--- config.mk ---
export PLATFORM = sky130hd
export DESIGN_NAME = eds_seq
export DESIGN_NICKNAME = d
export VERILOG_FILES = /design/src/rtl/core/exact_double_stream_sum_top_macros.svh /design/src/rtl/core/eds_pkg.sv /design/src/rtl/core/eds_seq.sv
export SDC_FILE = /design/constraint.sdc
export NUM_CORES = 1
export LEC_CHECK = 0
export ABC_AREA = 0
export CAP_MARGIN = 25
export CORE_ASPECT_RATIO = 1.2
export CORE_UTILIZATION = 55
export DETAILED_ROUTE_END_ITERATION = 10
export DONT_BUFFER_PORTS = 1
export HOLD_SLACK_MARGIN = 0.03
export PLACE_DENSITY_LB_ADDON = 0.1
export SKIP_LAST_GASP = 1
export SYNTH_ARGS = -nofsm -noshare
export SYNTH_HDL_FRONTEND = slang
export SYNTH_SLANG_ARGS = --single-unit
export TNS_END_PERCENT = 10
--- constraint.sdc ---
create_clock -name clk -period 6.5 [get_ports clk]
set_input_delay 1.3 -clock clk [delete_from_list [all_inputs] [get_ports clk]]
set_output_delay 1.3 -clock clk [all_outputs]
set_load 0.01 [all_outputs]
--- src/rtl/core/exact_double_stream_sum_top_macros.svh ---
// Assertion macros for the exact double stream sum block.
// Used by the top level only; expects clk and rst_n in scope.
`ifndef EXACT_DOUBLE_STREAM_SUM_TOP_MACROS_SVH
`define EXACT_DOUBLE_STREAM_SUM_TOP_MACROS_SVH

// same-cycle implication
`define EDS_ASSERT_NOW(lbl, ante, cons, msg) \
    lbl: assert property (@(posedge clk) disable iff (!rst_n) (ante) |-> (cons)) \
        else $error(msg);

// next-cycle implication
`define EDS_ASSERT_NEXT(lbl, ante, cons, msg) \
    lbl: assert property (@(posedge clk) disable iff (!rst_n) (ante) |=> (cons)) \
        else $error(msg);

`endif

--- src/rtl/core/eds_pkg.sv ---
// Shared types, constants and helpers for the exact double stream sum.
// No dependencies.
`timescale 1ns / 1ps

package eds_pkg;

    localparam int MAX_PARTIALS = 64;
    localparam int PIDX_W       = $clog2(MAX_PARTIALS);
    localparam int PCNT_W       = $clog2(MAX_PARTIALS + 1);
    localparam logic [PCNT_W-1:0] MAX_CNT = PCNT_W'(MAX_PARTIALS);

    localparam logic [63:0] QNAN_BITS  = 64'h7FF8_0000_0000_0000;
    localparam logic [63:0] DNAN_BITS  = 64'hFFF8_0000_0000_0000;
    localparam logic [63:0] PINF_BITS  = 64'h7FF0_0000_0000_0000;
    localparam logic [63:0] MINF_BITS  = 64'hFFF0_0000_0000_0000;
    localparam logic [63:0] MZERO_BITS = 64'h8000_0000_0000_0000;
    localparam logic [63:0] PZERO_BITS = 64'h0000_0000_0000_0000;

    typedef enum logic [2:0] {
        MODE_MZERO  = 3'd0,
        MODE_FINITE = 3'd1,
        MODE_PINF   = 3'd2,
        MODE_MINF   = 3'd3,
        MODE_NAN    = 3'd4
    } mode_t;

    typedef enum logic [2:0] {
        A_IDLE,
        A_ALIGN,
        A_ADD,
        A_NORM,
        A_ROUND
    } add_state_t;

    typedef enum logic [3:0] {
        S_IDLE,
        S_TAKE,
        S_RD,
        S_LD,
        S_HI,
        S_T,
        S_LO,
        S_TAIL,
        S_TLD,
        S_TADD,
        S_FIN,
        S_FRD,
        S_FLD,
        S_FADD,
        S_EMIT
    } seq_state_t;

    typedef struct packed {
        logic [63:0] a;
        logic [63:0] b;
        logic        sub;
    } dadd_req_t;

    typedef struct packed {
        logic              idle;
        logic [PCNT_W-1:0] cnt;
    } seq_stat_t;

    function automatic logic is_nan(input logic [63:0] v);
        is_nan = (v[62:52] == 11'h7FF) && (v[51:0] != 52'd0);
    endfunction

    function automatic logic is_inf(input logic [63:0] v);
        is_inf = (v[62:52] == 11'h7FF) && (v[51:0] == 52'd0);
    endfunction

    function automatic logic is_zero(input logic [63:0] v);
        is_zero = (v[62:0] == 63'd0);
    endfunction

endpackage

--- src/rtl/core/eds_seq.sv ---
// Sequencer: input/output beats, mode tracking, partial merge and final sum.
// Depends on eds_pkg; drives the shared adder and the partial RAM.
`timescale 1ns / 1ps

module eds_seq
    import eds_pkg::*;
(
    input  logic              clk,
    input  logic              rst_n,
    input  logic              in_valid,
    output logic              in_ready,
    input  logic [63:0]       value_bits,
    input  logic              has_value,
    input  logic              is_last,
    output logic              out_valid,
    input  logic              out_ready,
    output logic [63:0]       sum_bits,
    output logic              add_start,
    output dadd_req_t         add_req,
    input  logic              add_done,
    input  logic [63:0]       add_res,
    output logic              ram_we,
    output logic [PIDX_W-1:0] ram_waddr,
    output logic [63:0]       ram_wdata,
    output logic [PIDX_W-1:0] ram_raddr,
    input  logic [63:0]       ram_rdata,
    output seq_stat_t         stat
);

    seq_state_t        st_reg, st_next;
    mode_t             mode_reg, mode_next;
    logic [PCNT_W-1:0] cnt_reg, cnt_next;
    logic [PCNT_W-1:0] kept_reg, kept_next;
    logic [PCNT_W-1:0] j_reg, j_next;
    logic              iss_reg, iss_next;
    logic              ov_reg, ov_next;
    logic [63:0]       sum_reg, sum_next;
    logic [63:0]       x_reg, x_next;
    logic [63:0]       y_reg, y_next;
    logic [63:0]       hi_reg, hi_next;
    logic [63:0]       t_reg, t_next;
    logic [63:0]       v_reg, v_next;
    logic              has_reg, has_next;
    logic              last_reg, last_next;

    logic [PCNT_W-1:0] jm1;
    logic              lt;
    logic              in_nan, in_inf;
    seq_state_t        after_merge;

    always_ff @(posedge clk or negedge rst_n)
    begin
        if (!rst_n)
        begin
            st_reg   <= S_IDLE;
            mode_reg <= MODE_MZERO;
            cnt_reg  <= '0;
            iss_reg  <= 1'b0;
            ov_reg   <= 1'b0;
        end
        else
        begin
            st_reg   <= st_next;
            mode_reg <= mode_next;
            cnt_reg  <= cnt_next;
            iss_reg  <= iss_next;
            ov_reg   <= ov_next;
        end
    end

    always_ff @(posedge clk)
    begin
        kept_reg <= kept_next;
        j_reg    <= j_next;
        sum_reg  <= sum_next;
        x_reg    <= x_next;
        y_reg    <= y_next;
        hi_reg   <= hi_next;
        t_reg    <= t_next;
        v_reg    <= v_next;
        has_reg  <= has_next;
        last_reg <= last_next;
    end

    always_comb
    begin
        st_next   = st_reg;
        mode_next = mode_reg;
        cnt_next  = cnt_reg;
        kept_next = kept_reg;
        j_next    = j_reg;
        iss_next  = iss_reg;
        ov_next   = ov_reg;
        sum_next  = sum_reg;
        x_next    = x_reg;
        y_next    = y_reg;
        hi_next   = hi_reg;
        t_next    = t_reg;
        v_next    = v_reg;
        has_next  = has_reg;
        last_next = last_reg;

        in_ready  = 1'b0;
        add_start = 1'b0;
        add_req   = '{a: x_reg, b: y_reg, sub: 1'b0};
        ram_we    = 1'b0;
        ram_waddr = kept_reg[PIDX_W-1:0];
        ram_wdata = add_res;
        ram_raddr = j_reg[PIDX_W-1:0];

        jm1         = j_reg - PCNT_W'(1);
        lt          = !is_nan(x_reg) && !is_nan(ram_rdata) && (x_reg[62:0] < ram_rdata[62:0]);
        in_nan      = is_nan(v_reg);
        in_inf      = is_inf(v_reg);
        after_merge = last_reg ? S_FIN : S_IDLE;

        if (ov_reg && out_ready)
        begin
            ov_next = 1'b0;
        end

        case (st_reg)
            S_IDLE:
            begin
                in_ready = 1'b1;
                if (in_valid)
                begin
                    v_next    = value_bits;
                    has_next  = has_value;
                    last_next = is_last;
                    st_next   = S_TAKE;
                end
            end
            S_TAKE:
            begin
                st_next = after_merge;
                if (has_reg)
                begin
                    case (mode_reg)
                        MODE_MZERO, MODE_FINITE, MODE_PINF, MODE_MINF:
                        begin
                            if (in_nan)
                            begin
                                mode_next = MODE_NAN;
                            end
                            else if (in_inf)
                            begin
                                if (!v_reg[63])
                                begin
                                    mode_next = (mode_reg == MODE_MINF) ? MODE_NAN : MODE_PINF;
                                end
                                else
                                begin
                                    mode_next = (mode_reg == MODE_PINF) ? MODE_NAN : MODE_MINF;
                                end
                            end
                            else if ((mode_reg == MODE_PINF) || (mode_reg == MODE_MINF))
                            begin
                                mode_next = mode_reg;
                            end
                            else if (is_zero(v_reg))
                            begin
                                if (!v_reg[63])
                                begin
                                    mode_next = MODE_FINITE;
                                end
                            end
                            else
                            begin
                                mode_next = MODE_FINITE;
                                x_next    = v_reg;
                                j_next    = '0;
                                kept_next = '0;
                                st_next   = S_RD;
                            end
                        end
                        default:
                        begin
                            mode_next = mode_reg;
                        end
                    endcase
                end
            end
            S_RD:
            begin
                st_next = (j_reg == cnt_reg) ? S_TAIL : S_LD;
            end
            S_LD:
            begin
                // larger magnitude goes to x
                x_next  = lt ? ram_rdata : x_reg;
                y_next  = lt ? x_reg : ram_rdata;
                st_next = S_HI;
            end
            S_HI:
            begin
                add_req   = '{a: x_reg, b: y_reg, sub: 1'b0};
                add_start = !iss_reg;
                iss_next  = 1'b1;
                if (add_done)
                begin
                    hi_next  = add_res;
                    iss_next = 1'b0;
                    st_next  = S_T;
                end
            end
            S_T:
            begin
                add_req   = '{a: hi_reg, b: x_reg, sub: 1'b1};
                add_start = !iss_reg;
                iss_next  = 1'b1;
                if (add_done)
                begin
                    t_next   = add_res;
                    iss_next = 1'b0;
                    st_next  = S_LO;
                end
            end
            S_LO:
            begin
                add_req   = '{a: y_reg, b: t_reg, sub: 1'b1};
                add_start = !iss_reg;
                iss_next  = 1'b1;
                if (add_done)
                begin
                    iss_next = 1'b0;
                    if (add_res[62:0] != 63'd0)
                    begin
                        ram_we    = 1'b1;
                        kept_next = kept_reg + PCNT_W'(1);
                    end
                    x_next  = hi_reg;
                    j_next  = j_reg + PCNT_W'(1);
                    st_next = S_RD;
                end
            end
            S_TAIL:
            begin
                ram_raddr = PIDX_W'(MAX_PARTIALS - 1);
                if (kept_reg < MAX_CNT)
                begin
                    ram_we    = 1'b1;
                    ram_wdata = x_reg;
                    cnt_next  = kept_reg + PCNT_W'(1);
                    st_next   = after_merge;
                end
                else
                begin
                    st_next = S_TLD;
                end
            end
            S_TLD:
            begin
                y_next  = ram_rdata;
                st_next = S_TADD;
            end
            S_TADD:
            begin
                // store full: fold the top value into the last entry
                add_req   = '{a: y_reg, b: x_reg, sub: 1'b0};
                add_start = !iss_reg;
                iss_next  = 1'b1;
                ram_waddr = PIDX_W'(MAX_PARTIALS - 1);
                if (add_done)
                begin
                    iss_next = 1'b0;
                    ram_we   = 1'b1;
                    cnt_next = MAX_CNT;
                    st_next  = after_merge;
                end
            end
            S_FIN:
            begin
                st_next = S_EMIT;
                case (mode_reg)
                    MODE_MZERO:
                    begin
                        hi_next = MZERO_BITS;
                    end
                    MODE_FINITE:
                    begin
                        j_next  = cnt_reg;
                        x_next  = PZERO_BITS;
                        st_next = S_FRD;
                    end
                    MODE_PINF:
                    begin
                        hi_next = PINF_BITS;
                    end
                    MODE_MINF:
                    begin
                        hi_next = MINF_BITS;
                    end
                    default:
                    begin
                        hi_next = QNAN_BITS;
                    end
                endcase
            end
            S_FRD:
            begin
                ram_raddr = jm1[PIDX_W-1:0];
                if (j_reg == '0)
                begin
                    hi_next = x_reg;
                    st_next = S_EMIT;
                end
                else
                begin
                    st_next = S_FLD;
                end
            end
            S_FLD:
            begin
                y_next  = ram_rdata;
                st_next = S_FADD;
            end
            S_FADD:
            begin
                add_req   = '{a: x_reg, b: y_reg, sub: 1'b0};
                add_start = !iss_reg;
                iss_next  = 1'b1;
                if (add_done)
                begin
                    iss_next = 1'b0;
                    x_next   = add_res;
                    j_next   = jm1;
                    st_next  = S_FRD;
                end
            end
            S_EMIT:
            begin
                if (!ov_reg || out_ready)
                begin
                    sum_next  = hi_reg;
                    ov_next   = 1'b1;
                    mode_next = MODE_MZERO;
                    cnt_next  = '0;
                    st_next   = S_IDLE;
                end
            end
            default:
            begin
                st_next = S_IDLE;
            end
        endcase
    end

    assign out_valid = ov_reg;
    assign sum_bits  = sum_reg;
    assign stat      = '{idle: (st_reg == S_IDLE), cnt: cnt_reg};

endmodule

-- Word-level counts from Yosys, hierarchy flattened
Cells that the tools add are included.
- logic and storage cells: 184
- flip-flop bits (word level): 416
- output and inout port bits: 281
- reduce and logical (&&, ||, !) cells: 42
- order comparisons: 2
- multiplexer cells: 80
- eq/ne operators: 42
- add/subtract/negate cells: 3
- operators by type and width (operator ; count):
    2-to-1 mux 64 bit ; 14
    one-hot mux 129 bit (3 select lines) ; 1
    one-hot mux 64 bit (5 select lines) ; 1
    one-hot mux 64 bit (4 select lines) ; 1
    one-hot mux 64 bit (3 select lines) ; 1
    nonzero test 52 bit ; 3
    one-hot mux 64 bit (2 select lines) ; 1
    2-to-1 mux 7 bit ; 14
    logical NOT 63 bit ; 1
    < comparator 63 bit ; 1
    nonzero test 63 bit ; 1
    2-to-1 mux 4 bit ; 15
    one-hot mux 4 bit (15 select lines) ; 1
    logical NOT 52 bit ; 1
    2-to-1 mux 3 bit ; 13
    != test 2 bit (second input constant) ; 19
    == test 11 bit (second input constant) ; 3
    == test 4 bit (second input constant) ; 7
    one-hot mux 7 bit (4 select lines) ; 1
    one-hot mux 7 bit (3 select lines) ; 1
    == test 4 x 3 -> 1 bit (second input constant) ; 4
    adder 7 x 1 -> 7 bit (second input constant) ; 2
    one-hot mux 7 bit (2 select lines) ; 1
    one-hot mux 6 bit (2 select lines) ; 1
    34 further kinds ; 61

-- Depth between registers and ports, before layout
- word-level depth: 8
- mapped depth: 11
- gate-level depth less buffers: 9

-- Least setup slack after synthesis
Ideal clock, no wire load.
- path type: input port to flip-flop
- start: input add_done
- end: register t_reg[0] (enable)
- path slack: -0.077 ns
- library setup time: 0.565 ns
- buffers on the path: 1
- data arrival time: 6.013 ns
- stages: 3
- data required time: 5.935 ns
- path through: clkbuf_1 > inv_1 > nor3_1
- longest elaborated chain between the ends: 1
- RTL lines (what ; line ; source):
    start, declared ; eds_seq.sv:20 ; input logic add_done,
    AND reduction 2 bit (no source line) ; -- ;
    end signal, assigned ; eds_seq.sv:79 ; t_reg <= t_next;
    end, declared ; eds_seq.sv:41 ; logic [63:0] t_reg, t_next;
No other way between the ends.
A chain may end at the register's enable or synchronous reset.

==> summary.md <==
| Metric | Value |
|---|---|
| Clock slew seen by the registers of the worst setup and hold paths | 0.06 ns |
| Starting Density | 0.561 |
| Post-layout minimum cycle time | 5.28 ns |
| Distinct cells, synth | 59 |
| Critical path endpoint | add_req[24] |
| Met1 WL | 27.6 mm |
| Startpoint Class | flop |
| Vias in the first global route | 15760 |
| Nets | 2090 |
| Most common cell after layout, fill and taps aside | edfxtp_1 |
| CP required | 5.20 ns |
| Final setup TNS | 0 ns |
| Die extent in x | 184 um |
| Slew margin rel. | 0.239 |
| Final Hold Fails | 0 |
| Num ports | 480 |
| Total power per unit cell area | 521 mW/mm2 |
| Crit-path max cell delay | 0.97 ns |
| Core area | 0.0389 mm2 |
| Worst r2r path cells | 8 |
| Port bufs | 0 |
| #FFs+latches synth | 416 |
| Total Wirelength | 75.4 mm |
| Postcts setup bufs | 0 |
| DR WL met2 | 36.4 mm |
| Std-Cell Rows | 79 |
| Crit path max fanout | 83 |
| Synth area leaders | edfxtp_1 (55%), nand2_1 (6.0%), a22oi_1 (4.5%), mux2_4 (4.1%), ha_1 (3.8%) |
| Syn Inst Count | 1875 |
| Hold Crit Class | in -> async |
| CP max-delay cell | buf_4 |
| Crit path DAT | 3.98 ns |
| Die H | 220 um |
| # DRC | 0 |
| Clock skew | 0.0185 ns |
| CP startpoint | st_reg[3] |
| Max VDD drop | 0.000387 V |
| CTS tree | done |
| Outcome | finished clean |
| Critical Path End Type | output port |
| Predominant post-synthesis flop cell | edfxtp_1 |
| Worst hold margin | 0.435 ns |
| Wire per inst | 31.5 um |
| WS Path Type | reg -> out |
| Final setup viols | 0 |
| Routed Antenna Nets | 0 |
| H-tree levels | 2 |
| P&R area growth vs syn | 8.31% |
| Worst-margin pin slew | 1.14 ns |
| Via count | 16728 |
| Static leakage | 8.74 nW |
| Hold-fix buffer count after cts | 0 |
| Clk sinks | 416 |
| RSZ-0062 raised after global routing | no |
| Met3 wire length | 7.99 mm |
| Total power | 12.3 mW |
| R2R Path End | y_reg[0] |
| Ratio of cells with drive above 1 in the final layout | 0.122 |
| EDFF count, synth | 400 |
| Post-synthesis async set-or-reset flop share | 0.0385 |
| Gr ovfl total | 0 |
| CP cell instances | clkinv_1 > nand2_1 > nor2_4 > buf_4 > buf_4 > a22oi_1 > nand2_1 |
| Syn Area/Cell | 11.7 um2 |
| Total GRT Usage | 0.362 |
| RR Startpoint | x_reg[5] |
| Top Layer Used | met5 |
| Max Clk Rate | 0.189 GHz |
| DR pass1 iterations | 7 |
| # resized after CTS | 0 |
| Post-synth net total | 2140 |
| Cell taking the most area after synthesis | edfxtp_1 |
| Final Cycle Share | 0.813 |
| Max Slew Vio Count | 0 |
| CTS max path bufs | 3 |
| Top-area cell type share of the netlist area | 0.550 |
| Most frequent cells in the layout | edfxtp_1 (400), nand2_1 (350), a22oi_1 (131) |
| Cell area after synthesis | 0.0219 mm2 |
| CTS root buffer | clkbuf_16 |
| Die footprint | 0.0405 mm2 |
| DP Wirelength | 51.7 mm |
| First-pass GRT wire length | 107 mm |
| Total CTS buffers | 42 |
| Initial antenna violation count | 15 |
| Yosys warns | 0 |
| RePlAce Congestion | 0.924 |
| Worst R2R Setup Slack | 2.00 ns |
| Vias per inst | 6.99 |
| MaxCap Viol Count | 0 |
| Initial DRC count | 2351 |
| Largest net degree at the start of global routing | 93 |
| Clk Latency, worst-skew pair | 0.56 ns |
| Seq/Total Area, Yosys | 0.568 |
-- cell type report --
type / instances / area [um2]
antenna: 12 / 30.0
clock buffer: 51 / 1110
clock inverter: 22 / 226
fill: 3154 / 15300
inverter: 73 / 274
multi-input combinational: 1267 / 8720
sequential: 416 / 12400
tap: 526 / 658
timing repair buffer: 25 / 243
-- worst min-delay path by stage --
stage,to,slack [ns]
5_1_grt,mode_reg[0],0.42
4_1_cts,mode_reg[0],0.42
6_report,mode_reg[0],0.44
3_3_place_gp,sum_bits[3],0.46
2_1_floorplan,sum_bits[0],0.45
3_5_place_dp,sum_bits[26],0.47
-- power by group --
| group | internal, mW | switching (mW) | leakage [nW] |
|---|---|---|---|
| sequential | 4.04 | 0.971 | 3.87 |
| clock | 1.40 | 1.02 | 0.654 |
| combinational | 1.67 | 3.23 | 4.22 |
-- metal layers --
| metal | vias up | global-route usage |
|---|---|---|
| met5 | - | 0 |
| met4 | 10 | 0.155 |
| met3 | 183 | 0.0854 |
| met2 | 1137 | 0.597 |
| met1 | 8245 | 0.457 |
| li1 | 7153 | - |
-- cell families after synthesis --
| group | synth area share |
|---|---|
| mux | 0.0763 |
| buf+inv | 0.0386 |
| flops | 0.568 |
| fa+ha+maj | 0.0378 |
| simple gates | 0.123 |
| xor+xnor | 0.00882 |
| compound gates | 0.148 |
-- Yosys cell counts, types with 2 or more instances --
master	count
a22oi_1	131
a221o_1	3
o21a_1	2
edfxtp_1	400
and2_1	2
mux2_1	4
nor4_1	65
buf_12	7
nand2_1	351
a21oi_1	103
a22o_1	52
o22ai_1	3
nand3_1	22
inv_1	72
nor4_2	2
clkbuf_1	96
a21o_1	11
mux2_4	60
mux2_2	64
o221ai_1	2
o31ai_1	5
xnor2_1	12
nor2_1	91
a222oi_1	65
a32o_1	2
o21ai_0	36
and3_1	4
nand4_1	29
buf_1	10
nand2b_1	11
buf_2	5
dfrtp_1	16
o211ai_1	3
ha_1	66
or3_1	4
nor3_1	13
a31oi_1	6
nor2b_1	9
a211oi_1	3
a221oi_1	4
xor2_1	10
nor3b_1	2
-- worst max-delay path, delay by kind of cell (launching register included) --
| family | cells | cell delay [ns] |
|---|---|---|
| buffers and inverters | 3 | 1.81 |
| AO/OA/AOI/OAI | 1 | 0.22 |
| flip-flops | 1 | 0.57 |
| AND/OR/NAND/NOR | 3 | 0.74 |
-- per-stage QoR --
stage	setup slack (ns)	instances	util	cell area (um2)
after floorplan	1.04	1875	-	21900
after global placement	1.94	2304	0.571	22300
after detailed placement	1.77	2307	0.573	22300
after CTS	1.31	2380	0.607	23600
after global routing	1.10	2390	0.608	23700
final	1.22	2392	0.608	23700
Power figures use the tool's default switching activity.
